$ cat config.mk
export PLATFORM = sky130hd
export DESIGN_NAME = dns_name_decompressor_top
export DESIGN_NICKNAME = d
export VERILOG_FILES = /design/src/rtl/dnsd_pkg.sv /design/src/rtl/dns_name_decompressor_top.sv /design/src/rtl/dnsd_store.sv /design/src/rtl/dnsd_walker.sv /design/src/rtl/dnsd_out_reg.sv
export VERILOG_INCLUDE_DIRS = /design/src /design/src/rtl
export SDC_FILE = /design/constraint.sdc
export NUM_CORES = 2
export LEC_CHECK = 0
export BUFFER_PORTS_ARGS = -buffer_cell sky130_fd_sc_hd__buf_4
export CELL_PAD_IN_SITES_DETAIL_PLACEMENT = 0
export CELL_PAD_IN_SITES_GLOBAL_PLACEMENT = 1
export CORE_MARGIN = 2
export CORE_UTILIZATION = 53
export CTS_CLUSTER_SIZE = 12
export DETAILED_ROUTE_END_ITERATION = 12
export PLACE_DENSITY_LB_ADDON = 0.08
export SETUP_SLACK_MARGIN = 0.5
export SYNTH_ARGS = -nofsm -noshare
export SYNTH_HDL_FRONTEND = slang
export SYNTH_SLANG_ARGS = --single-unit
$ cat constraint.sdc
create_clock -name clk_i -period 11.7 [get_ports clk_i]
set_clock_uncertainty 0.15 [all_clocks]
set_input_delay 1.17 -clock clk_i [delete_from_list [all_inputs] [get_ports clk_i]]
set_output_delay 1.17 -clock clk_i [all_outputs]
set_load 0.005 [all_outputs]
$ cat src/rtl/dns_name_decompressor_top_macros.svh
// Assertion macros used by the DNS name decompressor walker.
`ifndef DNS_NAME_DECOMPRESSOR_TOP_MACROS_SVH
`define DNS_NAME_DECOMPRESSOR_TOP_MACROS_SVH

// Same-cycle implication on clk_i, disabled while rst_ni is low.
`define DNSD_ASSERT_NOW(lbl, ante, cons, msg) \
  lbl: assert property (@(posedge clk_i) disable iff (!rst_ni) (ante) |-> (cons)) \
    else $error(msg);

// Next-cycle implication on clk_i, disabled while rst_ni is low.
`define DNSD_ASSERT_NEXT(lbl, ante, cons, msg) \
  lbl: assert property (@(posedge clk_i) disable iff (!rst_ni) (ante) |=> (cons)) \
    else $error(msg);

`endif

$ cat src/rtl/dnsd_pkg.sv
// Shared constants, codes and types of the DNS name decompressor.
`default_nettype none
package dnsd_pkg;

  localparam int unsigned STORE_DEPTH = 512;
  localparam int unsigned MAX_NAME    = 255;
  localparam int unsigned MAX_HOPS    = 5;

  localparam int unsigned ADDR_W = $clog2(STORE_DEPTH);
  localparam int unsigned HOP_W  = $clog2(MAX_HOPS + 2);
  localparam int unsigned CNT_W  = 10;
  localparam int unsigned OFF_W  = 14;
  localparam int unsigned IN_ADDR_W = 9;

  localparam logic [7:0] OFFSET_MASK = 8'h3f;
  localparam logic [7:0] DOT_CHAR    = 8'h2e;

  localparam logic [CNT_W-1:0] CNT_ONE      = CNT_W'(1);
  localparam logic [CNT_W-1:0] CNT_TWO      = CNT_W'(2);
  localparam logic [CNT_W-1:0] NAME_LIMIT   = CNT_W'(MAX_NAME);
  localparam logic [CNT_W-1:0] NAME_CAP     = CNT_W'(MAX_NAME + 1);
  localparam logic [HOP_W-1:0] HOP_ONE      = HOP_W'(1);
  localparam logic [HOP_W-1:0] HOP_LIMIT    = HOP_W'(MAX_HOPS);
  localparam logic [HOP_W-1:0] HOP_CAP      = HOP_W'(MAX_HOPS + 1);
  localparam logic [OFF_W-1:0] STORE_END    = OFF_W'(STORE_DEPTH);

  // Command codes
  localparam logic CMD_LOAD   = 1'b0;
  localparam logic CMD_DECODE = 1'b1;

  // Top two bits of a length byte
  localparam logic [1:0] TAG_LABEL = 2'b00;
  localparam logic [1:0] TAG_PTR   = 2'b11;

  // Status codes
  localparam logic [2:0] ST_OK        = 3'd0;
  localparam logic [2:0] ST_BAD_TAG   = 3'd1;
  localparam logic [2:0] ST_HOPS      = 3'd2;
  localparam logic [2:0] ST_TOO_LONG  = 3'd3;
  localparam logic [2:0] ST_PTR_RANGE = 3'd4;

  typedef struct packed {
    logic              we;
    logic [ADDR_W-1:0] waddr;
    logic [7:0]        wdata;
    logic              re;
    logic [ADDR_W-1:0] raddr;
  } mem_req_t;

  typedef struct packed {
    logic [31:0]      chars;
    logic [2:0]       char_count;
    logic             last;
    logic [2:0]       status;
    logic [CNT_W-1:0] consumed;
  } result_t;

endpackage
`default_nettype wire

$ cat src/rtl/dns_name_decompressor_top.sv
// Top level of the DNS name decompressor.
//
//   channel | direction | handshake               | payload
//   --------+-----------+-------------------------+--------------------------------------
//   in      | input     | in_valid_i / in_ready_o | command, address, data, byte_budget
//   out     | output    | out_valid_o/out_ready_i | chars, char_count, last, status, consumed
//
// A load writes one store byte. A decode reads its start byte, then steps through each length or
// end byte, each name character, each dot, both bytes of each pointer and the final
// word in turn; the single read port of the byte store sets this pace.
// The walker waits whenever a word is due and the output register is still full.
// Reset clears the control state; the byte store holds garbage until written.
// The input is not ready while a decode walks.
`default_nettype none
module dns_name_decompressor_top (
  input  wire logic                           clk_i,
  input  wire logic                           rst_ni,
  input  wire logic                           in_valid_i,
  output logic                                in_ready_o,
  input  wire logic                           command_i,
  input  wire logic [dnsd_pkg::IN_ADDR_W-1:0] address_i,
  input  wire logic [7:0]                     data_i,
  input  wire logic [dnsd_pkg::CNT_W-1:0]     byte_budget_i,
  output logic                                out_valid_o,
  input  wire logic                           out_ready_i,
  output logic [31:0]                         chars_o,
  output logic [2:0]                          char_count_o,
  output logic                                last_o,
  output logic [2:0]                          status_o,
  output logic [dnsd_pkg::CNT_W-1:0]          consumed_o
);

  dnsd_pkg::mem_req_t mem_req;
  logic [7:0]         rdata;
  logic               out_free;
  logic               push_valid;
  dnsd_pkg::result_t  push;
  dnsd_pkg::result_t  result;

  dnsd_store u_store (
    .clk_i   (clk_i),
    .req_i   (mem_req),
    .rdata_o (rdata)
  );

  dnsd_walker u_walker (
    .clk_i         (clk_i),
    .rst_ni        (rst_ni),
    .in_valid_i    (in_valid_i),
    .in_ready_o    (in_ready_o),
    .command_i     (command_i),
    .address_i     (address_i),
    .data_i        (data_i),
    .byte_budget_i (byte_budget_i),
    .mem_req_o     (mem_req),
    .rdata_i       (rdata),
    .out_free_i    (out_free),
    .push_valid_o  (push_valid),
    .push_o        (push)
  );

  dnsd_out_reg u_out_reg (
    .clk_i        (clk_i),
    .rst_ni       (rst_ni),
    .push_valid_i (push_valid),
    .push_i       (push),
    .out_free_o   (out_free),
    .out_valid_o  (out_valid_o),
    .out_ready_i  (out_ready_i),
    .result_o     (result)
  );

  assign chars_o      = result.chars;
  assign char_count_o = result.char_count;
  assign last_o       = result.last;
  assign status_o     = result.status;
  assign consumed_o   = result.consumed;

endmodule
`default_nettype wire

$ cat src/rtl/dnsd_store.sv
// Packet byte store: one write port, one registered read port.
`default_nettype none
module dnsd_store (
  input  wire logic               clk_i,
  input  wire dnsd_pkg::mem_req_t req_i,
  output logic [7:0]              rdata_o
);

  logic [7:0] mem_q [dnsd_pkg::STORE_DEPTH];
  logic [7:0] rdata_q;

  always_ff @(posedge clk_i) begin
    if (req_i.we) begin
      mem_q[req_i.waddr] <= req_i.wdata;
    end
  end

  // Hold the read word when no read is issued.
  always_ff @(posedge clk_i) begin
    if (req_i.re) begin
      rdata_q <= mem_q[req_i.raddr];
    end
  end

  assign rdata_o = rdata_q;

endmodule
`default_nettype wire

$ cat src/rtl/dnsd_walker.sv
// Label walker: sequencer that reads the store one byte at a time and packs characters.
`default_nettype none
`include "dns_name_decompressor_top_macros.svh"
module dnsd_walker (
  input  wire logic                                clk_i,
  input  wire logic                                rst_ni,
  input  wire logic                                in_valid_i,
  output logic                                     in_ready_o,
  input  wire logic                                command_i,
  input  wire logic [dnsd_pkg::IN_ADDR_W-1:0]      address_i,
  input  wire logic [7:0]                          data_i,
  input  wire logic [dnsd_pkg::CNT_W-1:0]          byte_budget_i,
  output dnsd_pkg::mem_req_t                       mem_req_o,
  input  wire logic [7:0]                          rdata_i,
  input  wire logic                                out_free_i,
  output logic                                     push_valid_o,
  output dnsd_pkg::result_t                        push_o
);

  localparam int unsigned AW = dnsd_pkg::ADDR_W;
  localparam int unsigned CW = dnsd_pkg::CNT_W;
  localparam int unsigned HW = dnsd_pkg::HOP_W;
  localparam int unsigned OW = dnsd_pkg::OFF_W;

  localparam logic [2:0] S_IDLE = 3'd0;
  localparam logic [2:0] S_LEN  = 3'd1;
  localparam logic [2:0] S_PTR  = 3'd2;
  localparam logic [2:0] S_CHR  = 3'd3;
  localparam logic [2:0] S_FIN  = 3'd4;

  logic [2:0]    state_q, state_d;
  logic [AW-1:0] pos_q, pos_d;
  logic [CW-1:0] nc_q, nc_d;
  logic [CW-1:0] top_q, top_d;
  logic [CW-1:0] limit_q, limit_d;
  logic [HW-1:0] hop_q, hop_d;
  logic          at_top_q, at_top_d;
  logic          dot_q, dot_d;
  logic [5:0]    rem_q, rem_d;
  logic [5:0]    ptr_hi_q, ptr_hi_d;
  logic [2:0]    status_q, status_d;
  logic [31:0]   chunk_q, chunk_d;
  logic [1:0]    fill_q, fill_d;

  logic          emit_en;
  logic [7:0]    emit_char;
  logic          emit_blocked;
  logic [5:0]    masked;
  logic [CW-1:0] nc_new;
  logic [OW-1:0] off;
  logic [AW-1:0] pos_inc;
  logic          chr_stall;

  assign masked       = 6'(rdata_i & dnsd_pkg::OFFSET_MASK);
  assign nc_new       = nc_q + CW'(masked) + dnsd_pkg::CNT_ONE;
  assign off          = {ptr_hi_q, rdata_i};
  assign pos_inc      = pos_q + AW'(1);
  // A character that completes a word needs a free output slot.
  assign emit_blocked = (fill_q == 2'd3) && !out_free_i;
  assign in_ready_o   = (state_q == S_IDLE);
  assign chr_stall    = (state_q == S_CHR) && emit_blocked;

  always_comb begin
    state_d      = state_q;
    pos_d        = pos_q;
    nc_d         = nc_q;
    top_d        = top_q;
    limit_d      = limit_q;
    hop_d        = hop_q;
    at_top_d     = at_top_q;
    dot_d        = dot_q;
    rem_d        = rem_q;
    ptr_hi_d     = ptr_hi_q;
    status_d     = status_q;
    chunk_d      = chunk_q;
    fill_d       = fill_q;
    emit_en      = 1'b0;
    emit_char    = rdata_i;
    mem_req_o    = '0;
    push_valid_o = 1'b0;
    push_o       = '0;

    case (state_q)
      S_IDLE: begin
        if (in_valid_i) begin
          if (command_i == dnsd_pkg::CMD_LOAD) begin
            mem_req_o.we    = 1'b1;
            mem_req_o.waddr = AW'(address_i);
            mem_req_o.wdata = data_i;
          end else begin
            pos_d           = AW'(address_i);
            nc_d            = '0;
            top_d           = '0;
            hop_d           = '0;
            at_top_d        = 1'b1;
            dot_d           = 1'b0;
            status_d        = dnsd_pkg::ST_OK;
            limit_d         = byte_budget_i;
            chunk_d         = '0;
            fill_d          = '0;
            mem_req_o.re    = 1'b1;
            mem_req_o.raddr = AW'(address_i);
            state_d         = S_LEN;
          end
        end
      end

      S_LEN: begin
        if (dot_q && (rdata_i != 8'd0)) begin
          // Emit the dot first; the length byte stays in the read register.
          if (!emit_blocked) begin
            emit_en   = 1'b1;
            emit_char = dnsd_pkg::DOT_CHAR;
            dot_d     = 1'b0;
          end
        end else begin
          dot_d = 1'b0;
          if (rdata_i == 8'd0) begin
            nc_d = nc_q + dnsd_pkg::CNT_ONE;
            if (at_top_q) begin
              top_d = nc_q + dnsd_pkg::CNT_ONE;
            end
            state_d = S_FIN;
          end else if (rdata_i[7:6] == dnsd_pkg::TAG_PTR) begin
            if (hop_q > dnsd_pkg::HOP_LIMIT) begin
              status_d = dnsd_pkg::ST_HOPS;
              state_d  = S_FIN;
            end else begin
              ptr_hi_d        = masked;
              mem_req_o.re    = 1'b1;
              mem_req_o.raddr = pos_inc;
              state_d         = S_PTR;
            end
          end else if (rdata_i[7:6] != dnsd_pkg::TAG_LABEL) begin
            status_d = dnsd_pkg::ST_BAD_TAG;
            state_d  = S_FIN;
          end else if ((nc_new > dnsd_pkg::NAME_LIMIT) || (nc_new > limit_q)) begin
            status_d = dnsd_pkg::ST_TOO_LONG;
            state_d  = S_FIN;
          end else begin
            nc_d            = nc_new;
            rem_d           = masked;
            pos_d           = pos_inc;
            mem_req_o.re    = 1'b1;
            mem_req_o.raddr = pos_inc;
            state_d         = S_CHR;
          end
        end
      end

      S_PTR: begin
        if (off >= dnsd_pkg::STORE_END) begin
          status_d = dnsd_pkg::ST_PTR_RANGE;
          state_d  = S_FIN;
        end else begin
          if (at_top_q) begin
            top_d    = nc_q + dnsd_pkg::CNT_TWO;
            at_top_d = 1'b0;
          end
          hop_d           = hop_q + dnsd_pkg::HOP_ONE;
          pos_d           = AW'(off);
          mem_req_o.re    = 1'b1;
          mem_req_o.raddr = AW'(off);
          state_d         = S_LEN;
        end
      end

      S_CHR: begin
        if (!emit_blocked) begin
          emit_en         = 1'b1;
          pos_d           = pos_inc;
          rem_d           = rem_q - 6'd1;
          mem_req_o.re    = 1'b1;
          mem_req_o.raddr = pos_inc;
          // After the last character the next read is the following length byte.
          if (rem_q == 6'd1) begin
            dot_d   = 1'b1;
            state_d = S_LEN;
          end
        end
      end

      S_FIN: begin
        if (out_free_i) begin
          push_valid_o      = 1'b1;
          push_o.chars      = chunk_q;
          push_o.char_count = {1'b0, fill_q};
          push_o.last       = 1'b1;
          push_o.status     = status_q;
          push_o.consumed   = (status_q == dnsd_pkg::ST_OK) ? top_q : '0;
          chunk_d           = '0;
          fill_d            = '0;
          state_d           = S_IDLE;
        end
      end

      default: begin
        state_d = S_IDLE;
      end
    endcase

    if (emit_en) begin
      if (fill_q == 2'd3) begin
        push_valid_o      = 1'b1;
        push_o.chars      = {emit_char, chunk_q[23:0]};
        push_o.char_count = 3'd4;
        chunk_d           = '0;
        fill_d            = '0;
      end else begin
        chunk_d[8*fill_q +: 8] = emit_char;
        fill_d                 = fill_q + 2'd1;
      end
    end
  end

  always_ff @(posedge clk_i or negedge rst_ni) begin
    if (!rst_ni) begin
      state_q  <= S_IDLE;
      pos_q    <= '0;
      nc_q     <= '0;
      top_q    <= '0;
      hop_q    <= '0;
      at_top_q <= 1'b0;
      dot_q    <= 1'b0;
      rem_q    <= '0;
      status_q <= dnsd_pkg::ST_OK;
      chunk_q  <= '0;
      fill_q   <= '0;
    end else begin
      state_q  <= state_d;
      pos_q    <= pos_d;
      nc_q     <= nc_d;
      top_q    <= top_d;
      hop_q    <= hop_d;
      at_top_q <= at_top_d;
      dot_q    <= dot_d;
      rem_q    <= rem_d;
      status_q <= status_d;
      chunk_q  <= chunk_d;
      fill_q   <= fill_d;
    end
  end

  always_ff @(posedge clk_i) begin
    limit_q  <= limit_d;
    ptr_hi_q <= ptr_hi_d;
  end

  `DNSD_ASSERT_NOW(a_push_has_slot, push_valid_o, out_free_i, "push without free slot")
  `DNSD_ASSERT_NEXT(a_last_ends, push_valid_o && push_o.last, state_q == S_IDLE, "walk not ended")
  `DNSD_ASSERT_NOW(a_hop_bound, state_q != S_IDLE, hop_q <= dnsd_pkg::HOP_CAP, "hop overrun")
  `DNSD_ASSERT_NOW(a_name_bound, state_q != S_IDLE, nc_q <= dnsd_pkg::NAME_CAP, "name overrun")
  `DNSD_ASSERT_NEXT(a_stall_holds, chr_stall, $stable(pos_q) && state_q == S_CHR, "stall not held")

endmodule
`default_nettype wire

$ cat src/rtl/dnsd_out_reg.sv
// Output register: holds one result word until the consumer takes it.
`default_nettype none
module dnsd_out_reg (
  input  wire logic              clk_i,
  input  wire logic              rst_ni,
  input  wire logic              push_valid_i,
  input  wire dnsd_pkg::result_t push_i,
  output logic                   out_free_o,
  output logic                   out_valid_o,
  input  wire logic              out_ready_i,
  output dnsd_pkg::result_t      result_o
);

  logic              valid_q, valid_d;
  dnsd_pkg::result_t data_q;

  assign out_free_o = !valid_q || out_ready_i;

  always_comb begin
    valid_d = valid_q;
    if (push_valid_i) begin
      valid_d = 1'b1;
    end else if (out_ready_i) begin
      valid_d = 1'b0;
    end
  end

  always_ff @(posedge clk_i or negedge rst_ni) begin
    if (!rst_ni) begin
      valid_q <= 1'b0;
    end else begin
      valid_q <= valid_d;
    end
  end

  always_ff @(posedge clk_i) begin
    if (push_valid_i) begin
      data_q <= push_i;
    end
  end

  assign out_valid_o = valid_q;
  assign result_o    = data_q;

endmodule
`default_nettype wire

Word level (Yosys, flattened, before mapping)
Memories as Yosys holds them, arrays and structs flattened. A register that Yosys moved wholly into a read port is not among the register bits. Cells that the tools add are included.

Equality and inequality tests: 31. Bitwise gates (word level): 3. Shift-type cells: 2. Reduce and logical (&&, ||, !) cells: 32. Muxes and demuxes: 112. $lt $le $gt $ge: 4. Add/sub/neg operators: 9.

Operators with widths (number): 2-to-1 mux 10 bit (22); 2-to-1 mux 32 bit (5); 2-to-1 mux 49 bit (2); 2-to-1 mux 9 bit (9); 2-to-1 mux 35 bit (2); 2-to-1 mux 3 bit (22); one-hot mux 32 bit (2 select lines) (1); one-hot mux 10 bit (4 select lines) (1); 2-to-1 mux 18 bit (2); 2-to-1 mux 6 bit (6); one-hot mux 9 bit (4 select lines) (1); negator 5 -> 34 bit (1); variable shift 8 x 34 -> 32 bit (first input constant) (1); indexed part select 8 x 34 -> 32 bit (1); bitwise mux 32 bit (1); one-hot mux 10 bit (3 select lines) (1); 2-to-1 mux 28 bit (1); 2-to-1 mux 8 bit (3); adder 10 x 1 -> 10 bit (second input constant) (2); one-hot mux 10 bit (2 select lines) (1); 2-to-1 mux 1 bit (19); != test 2 bit (second input constant) (9); AND reduction 8 bit (2); one-hot mux 3 bit (5 select lines) (1); 44 further kinds (77).

Logic and storage cells: 213. Register bits: 146. RAM bits: 4096. Input port bits: 32. Memories kept: 1. Output and inout bits: 51.

Memory list: u_store.mem_q (depth 512, width 8, rd ports 1, clocked after memory_dff 1, wr ports 1, line dnsd_store.sv:9) `logic [7:0] mem_q [dnsd_pkg::STORE_DEPTH];`.

Depth between registers and ports, before layout
Depth after elaboration: 11. Mapped depth: 31.

Modules after synthesis
From an unflattened synthesis, not the netlist that was laid out.

Cell total of the unflattened synthesis: 8822. Area total of the unflattened synthesis: 167861.0 um2.

Modules (own cells, without submodules): dnsd_store (area an instance 160007.2 um2, instances 1, cells each 8030); dnsd_walker (area an instance 6334.8 um2, instances 1, cells each 740); dnsd_out_reg (area an instance 1519.0 um2, instances 1, cells each 52).

Worst setup path before layout
No wires, ideal clock.

Path type: input -> register. Start point: input port command_i. End point: memory u_store.mem_q[0][0] (data pin). Arrival time: 8157 ps. Setup slack: 1854 ps. Stages on the path: 3. Cell sequence: nor3b_1 -> clkbuf_1 -> and2_1.

RTL lines: start, declared (line dns_name_decompressor_top.sv:20) `input wire logic command_i,`; end, declared (line dnsd_store.sv:9).

Worst setup path after layout
Start point: register u_store.rdata_q[0] (netlist: u_store.rdata_o[0]) (read register of u_store.mem_q). End point: register u_store.rdata_q[1] (netlist: u_store.rdata_o[1]) (read register of u_store.mem_q) (data pin).

Longest elaborated chain between the ends: 10.

RTL lines: start, declared (line dnsd_store.sv:10) `logic [7:0] rdata_q;`; adder 10 x 6 -> 10 bit (line dnsd_walker.sv:55) `assign nc_new = nc_q + CW'(masked) + dnsd_pkg::CNT_ONE;`; adder 10 x 1 -> 10 bit (line dnsd_walker.sv:55); greater-than comparator 10 x 8 -> 1 bit or greater-than comparator 10 bit (tied branches) (line dnsd_walker.sv:137) `end else if ((nc_new > dnsd_pkg::NAME_LIMIT) || (nc_new > limit_q)) begin`; logical OR 1 bit (line dnsd_walker.sv:137); 2-to-1 mux 10 bit (line dnsd_walker.sv:137); 2-to-1 mux 10 bit (line dnsd_walker.sv:134) `end else if (rdata_i[7:6] != dnsd_pkg::TAG_LABEL) begin`; 2-to-1 mux 10 bit (line dnsd_walker.sv:124) `end else if (rdata_i[7:6] == dnsd_pkg::TAG_PTR) begin`; 2-to-1 mux 10 bit (line dnsd_walker.sv:118) `if (rdata_i == 8'd0) begin`; 2-to-1 mux 10 bit (line dnsd_walker.sv:109) `if (dot_q && (rdata_i != 8'd0)) begin`; one-hot mux 10 bit (4 select lines) (*) (line dnsd_walker.sv:83) `case (state_q)`.

Mark *: on every way between the ends. The rest lies on a longest branch, timed or not. A chain may end at the register's enable or synchronous reset.

==> results by group <==
Outcome
  – Status: complete, but fails checks
  – Failing checks: capacitance limit, slew limit

Yosys
  – Proportion of netlist area held by the largest area contributor: approximately 74%
  – Primary FF master, synth: edfxtp_1
  – Syn_area_per_cell: 13.3 um2
  – EDFF count, synth: about 4200
  – Syn Std Cell Area: 170000 um2
  – Largest family of logic cells by synthesized area: simple AND/OR/NAND/NOR gates
  – Post-synth top cells: 4169 x edfxtp_1, 3486 x nand2_1, 1141 x nand3_1
  – Multiplexer share of the synthesized area: 1.91%
  – Post-synthesis compound-gate area fraction: 6.03%
  – Xor and xnor area share after synthesis: 0.0720%
  – Most frequent cell after synthesis: edfxtp_1
  – Post-synth cell types: roughly 80
  – Area leader, netlist: edfxtp_1
  – Synth area leaders: edfxtp_1 74%, nand2_1 7.7%, nand3_1 3.4%
  – Flops & latches, synth: between 4000 and 5000
  – Simple-gate area share of the yosys netlist: between 10 and 15%
  – Synth Area in Adders: less than 1%
  – Yosys Warn Count: 0
  – Syn Nets: between 10000 and 15000
  – Async S/R FF share, synth: 1.91%
  – Cells after Synth: between 10000 and 15000
  – Seq/Total Area, Yosys: around three quarters

Clock tree
  – CTS max path bufs: 4
  – Clock root cell: clkbuf_16
  – CTS sink cnt: around 4300
  – Htree depth: 5
  – CTS tree: built
  – Setup Buffers After CTS: 0
  – Num CTS Buffers: about 440
  – Reg clk slew, reported paths: around 0.060 ns
  – Worst-skew pair later-pin latency: between 1 and 1.5 ns

Critical path
  – Crit path DAT: 9.99 ns
  – Most common cell on crit path: inv_1
  – Critical path class: flip-flop to flip-flop
  – Max incr delay on CP: roughly 1.0 ns
  – Slowest library cell on the worst path: o21ai_0
  – CP max FO: 16
  – Crit end category: flip-flop
  – Reg2reg path depth: 24
  – Critical Path RT: around 12 ns
  – CP cell instances: inv_1 -> ha_1 -> inv_1 -> fa_1 -> a21o_1 -> a21oi_1 -> o221ai_1 -> and2_1 -> inv_1 -> ha_1 -> a21o_1 -> a21oi_1 -> nand3_1 -> o22a_1 -> nor2_1 -> o31a_2 -> buf_4 -> nand2_1 -> nor3_1 -> a21boi_0 -> a2111oi_0 -> and3_1 -> o21ai_0 -> a22oi_1
  – Critical Path Source Type: flip-flop

Drt
  – Detailed-route wire length per cell: roughly 33 um
  – 1st-iter DRT viols: 18000
  – Final ANT Viol Nets: 0
  – Post-Route WL: between 500000 and 600000 um
  – Number of vias per cell: between 6 and 7
  – Vias: ~110k
  – DRC viols: 0
  – TritonRoute pass-1 iters: 8

GRT
  – Vias in the first global route: between 100k and 150k
  – First-pass GRT wire length: about 800000 um
  – GRT Overall Usage: between 30% and 40%
  – Largest net degree at the start of global routing: ~190
  – Gr ovfl total: 0
  – Initial antenna violation count: 58

Pwr
  – Pwr dens: about 270 nW/um2
  – P_leak: 62.6 nW
  – Final Power: just over 50 mW
  – Worst VDD drop: 0.338 mV

Timing
  – Fin. max-slew vios: 10
  – Final Critical Period: between 9 and 10 ns
  – Worst-margin pin slew: approximately 1.5 ns
  – Max-Slew Margin vs Limit: -2.18%
  – Fmax: 106 MHz
  – RSZ-0062 raised after global routing: no
  – Crit share post-route: 80.8%
  – Fin. Hold Viols: 0
  – Final setup violation count: 0
  – Hold slack: roughly 0.22 ns
  – Final TNS setup: 0 ns

Place
  – Placer Congestion: between 0.9 and 1
  – Placed Cells incl. Taps: between 15000 and 20000
  – Placed cell area: approximately 180000 um2
  – HPWL Detailed: around 340000 um
  – # port buffers: just over 80

Layout
  – Layout cells sized above 1: under 10%
  – Fillers: about 25000
  – Area Overhead vs Synth: 11.0%
  – Fin area: about 190000 um2
  – Layout Nets: 12800
  – Final Instance Count excl. Fillers: about 17000

Min path
  – Hold Path Class: input port to flip-flop
  – Hold Path Depth: 1

Floorplanning
  – FP Rows: ~210
  – Initial Utilization: 53.2%
  – Core region area: about 320000 um2
  – Die Wd: about 570 um
  – Boundary pin count: a little over 80
  – Die area: between 300000 and 400000 um2
  – Die H: roughly 570 um

Flow run
  – Max_cap viols: 2
==> cell families after synthesis <==
| family | Yosys count |
|---|---|
| xor+xnor | 14 |
| fa+ha+maj | 32 |
| mux | 325 |
| simple gates | 5857 |
| buf+inv | 904 |
| compound gates | 1454 |
| flops | 4250 |
==> critical path, delay by kind of cell (launching register included) <==
family	cells	cell delay [ns]
adder cells (fa/ha/maj)	3	0.86
AO/OA/AOI/OAI	11	3.86
flip-flops	1	0.74
buffers and inverters	4	1.04
AND/OR/NAND/NOR	6	2.42
==> power by group <==
part	internal [mW]	switching, mW
Clock	7.40	5.80
Combinational	4.98	15.1
Sequential	17.1	0.146
==> worst paths after layout <==
path | slack (ns) | endpoint | from
min | 0.22 | u_walker.limit_q[3]$_DFFE_PP_ | byte_budget_i[3]
max in group asynchronous | 9.72 | u_walker.chunk_q[3]$_DFF_PN0_ | rst_ni
min in group asynchronous | 0.47 | u_walker.nc_q[9]$_DFFE_PN0P_ | rst_ni
min reg2reg | 0.33 | u_walker.top_q[2]$_DFFE_PN0P_ | u_walker.top_q[2]$_DFFE_PN0P_
max | 2.24 | u_store.rdata_o[1]$_DFFE_PP_ | u_store.rdata_o[0]$_DFFE_PP_
max reg2reg | 2.24 | u_store.rdata_o[1]$_DFFE_PP_ | u_store.rdata_o[0]$_DFFE_PP_
==> sequential cells by signal, summed over array words and instances (netlist names) <==
signal,count
u_store.mem_q,4096
u_walker.ptr_hi_q,6
u_walker.pos_q,9
u_walker.rem_q,6
u_walker.chunk_q,32
u_store.rdata_o,8
u_walker.hop_q,3
u_walker.at_top_q,1
u_walker.limit_q,10
u_walker.fill_q,2
u_walker.status_q,3
u_walker.state_q,3
u_walker.top_q,10
u_out_reg.result_o,49
u_walker.dot_q,1
u_walker.nc_q,10
u_out_reg.out_valid_o,1
==> per-layer routing <==
metal  vias up  GRT usage [%]  share of wire [%]
met3      1252           8.35                 12
li1      47700              -                  -
met2      7249           52.6                 45
met1     57300           48.2                 38
met5         -              0              0.031
met4        28           15.5                4.9
==> placed cells by master (no fill, tap or decap), types with 164 or more instances in the layout <==
master / instances
nor2_1: 624
buf_4: 309
mux2i_1: 323
a32oi_1: 283
nand3_1: 1134
clkbuf_16: 455
edfxtp_1: 4169
and3_1: 213
a31oi_1: 403
a21oi_1: 164
nand4_1: 180
nand2_1: 3466
==> repair_timing <==
item,in CTS,in global routing
setup endpoints to repair,0,0
hold buffers,1,0
endpoints found under the hold margin,17,0
gates resized for setup,0,0
==> final cells by class <==
type,instances,area (um2),area share [%]
inverter,26,97.6,0.0516
antenna,45,113,0.0596
clock buffer,567,11800,6.27
sequential,4250,127000,67.3
multi-input combinational,7682,39500,20.9
timing repair buffer,370,3510,1.86
clock inverter,202,1370,0.725
tap,4305,5390,2.85
==> per-stage QoR <==
| stage | util, % | worst slack (ns) |
|---|---|---|
| after floorplan | - | 1.85 |
| after global placement | 54.8 | 2.54 |
| after detailed placement | 54.8 | 2.59 |
| after CTS | 59.0 | 2.54 |
| after global routing | 59.0 | 2.23 |
| final | 59.0 | 2.24 |
Power figures use the tool's default switching activity.
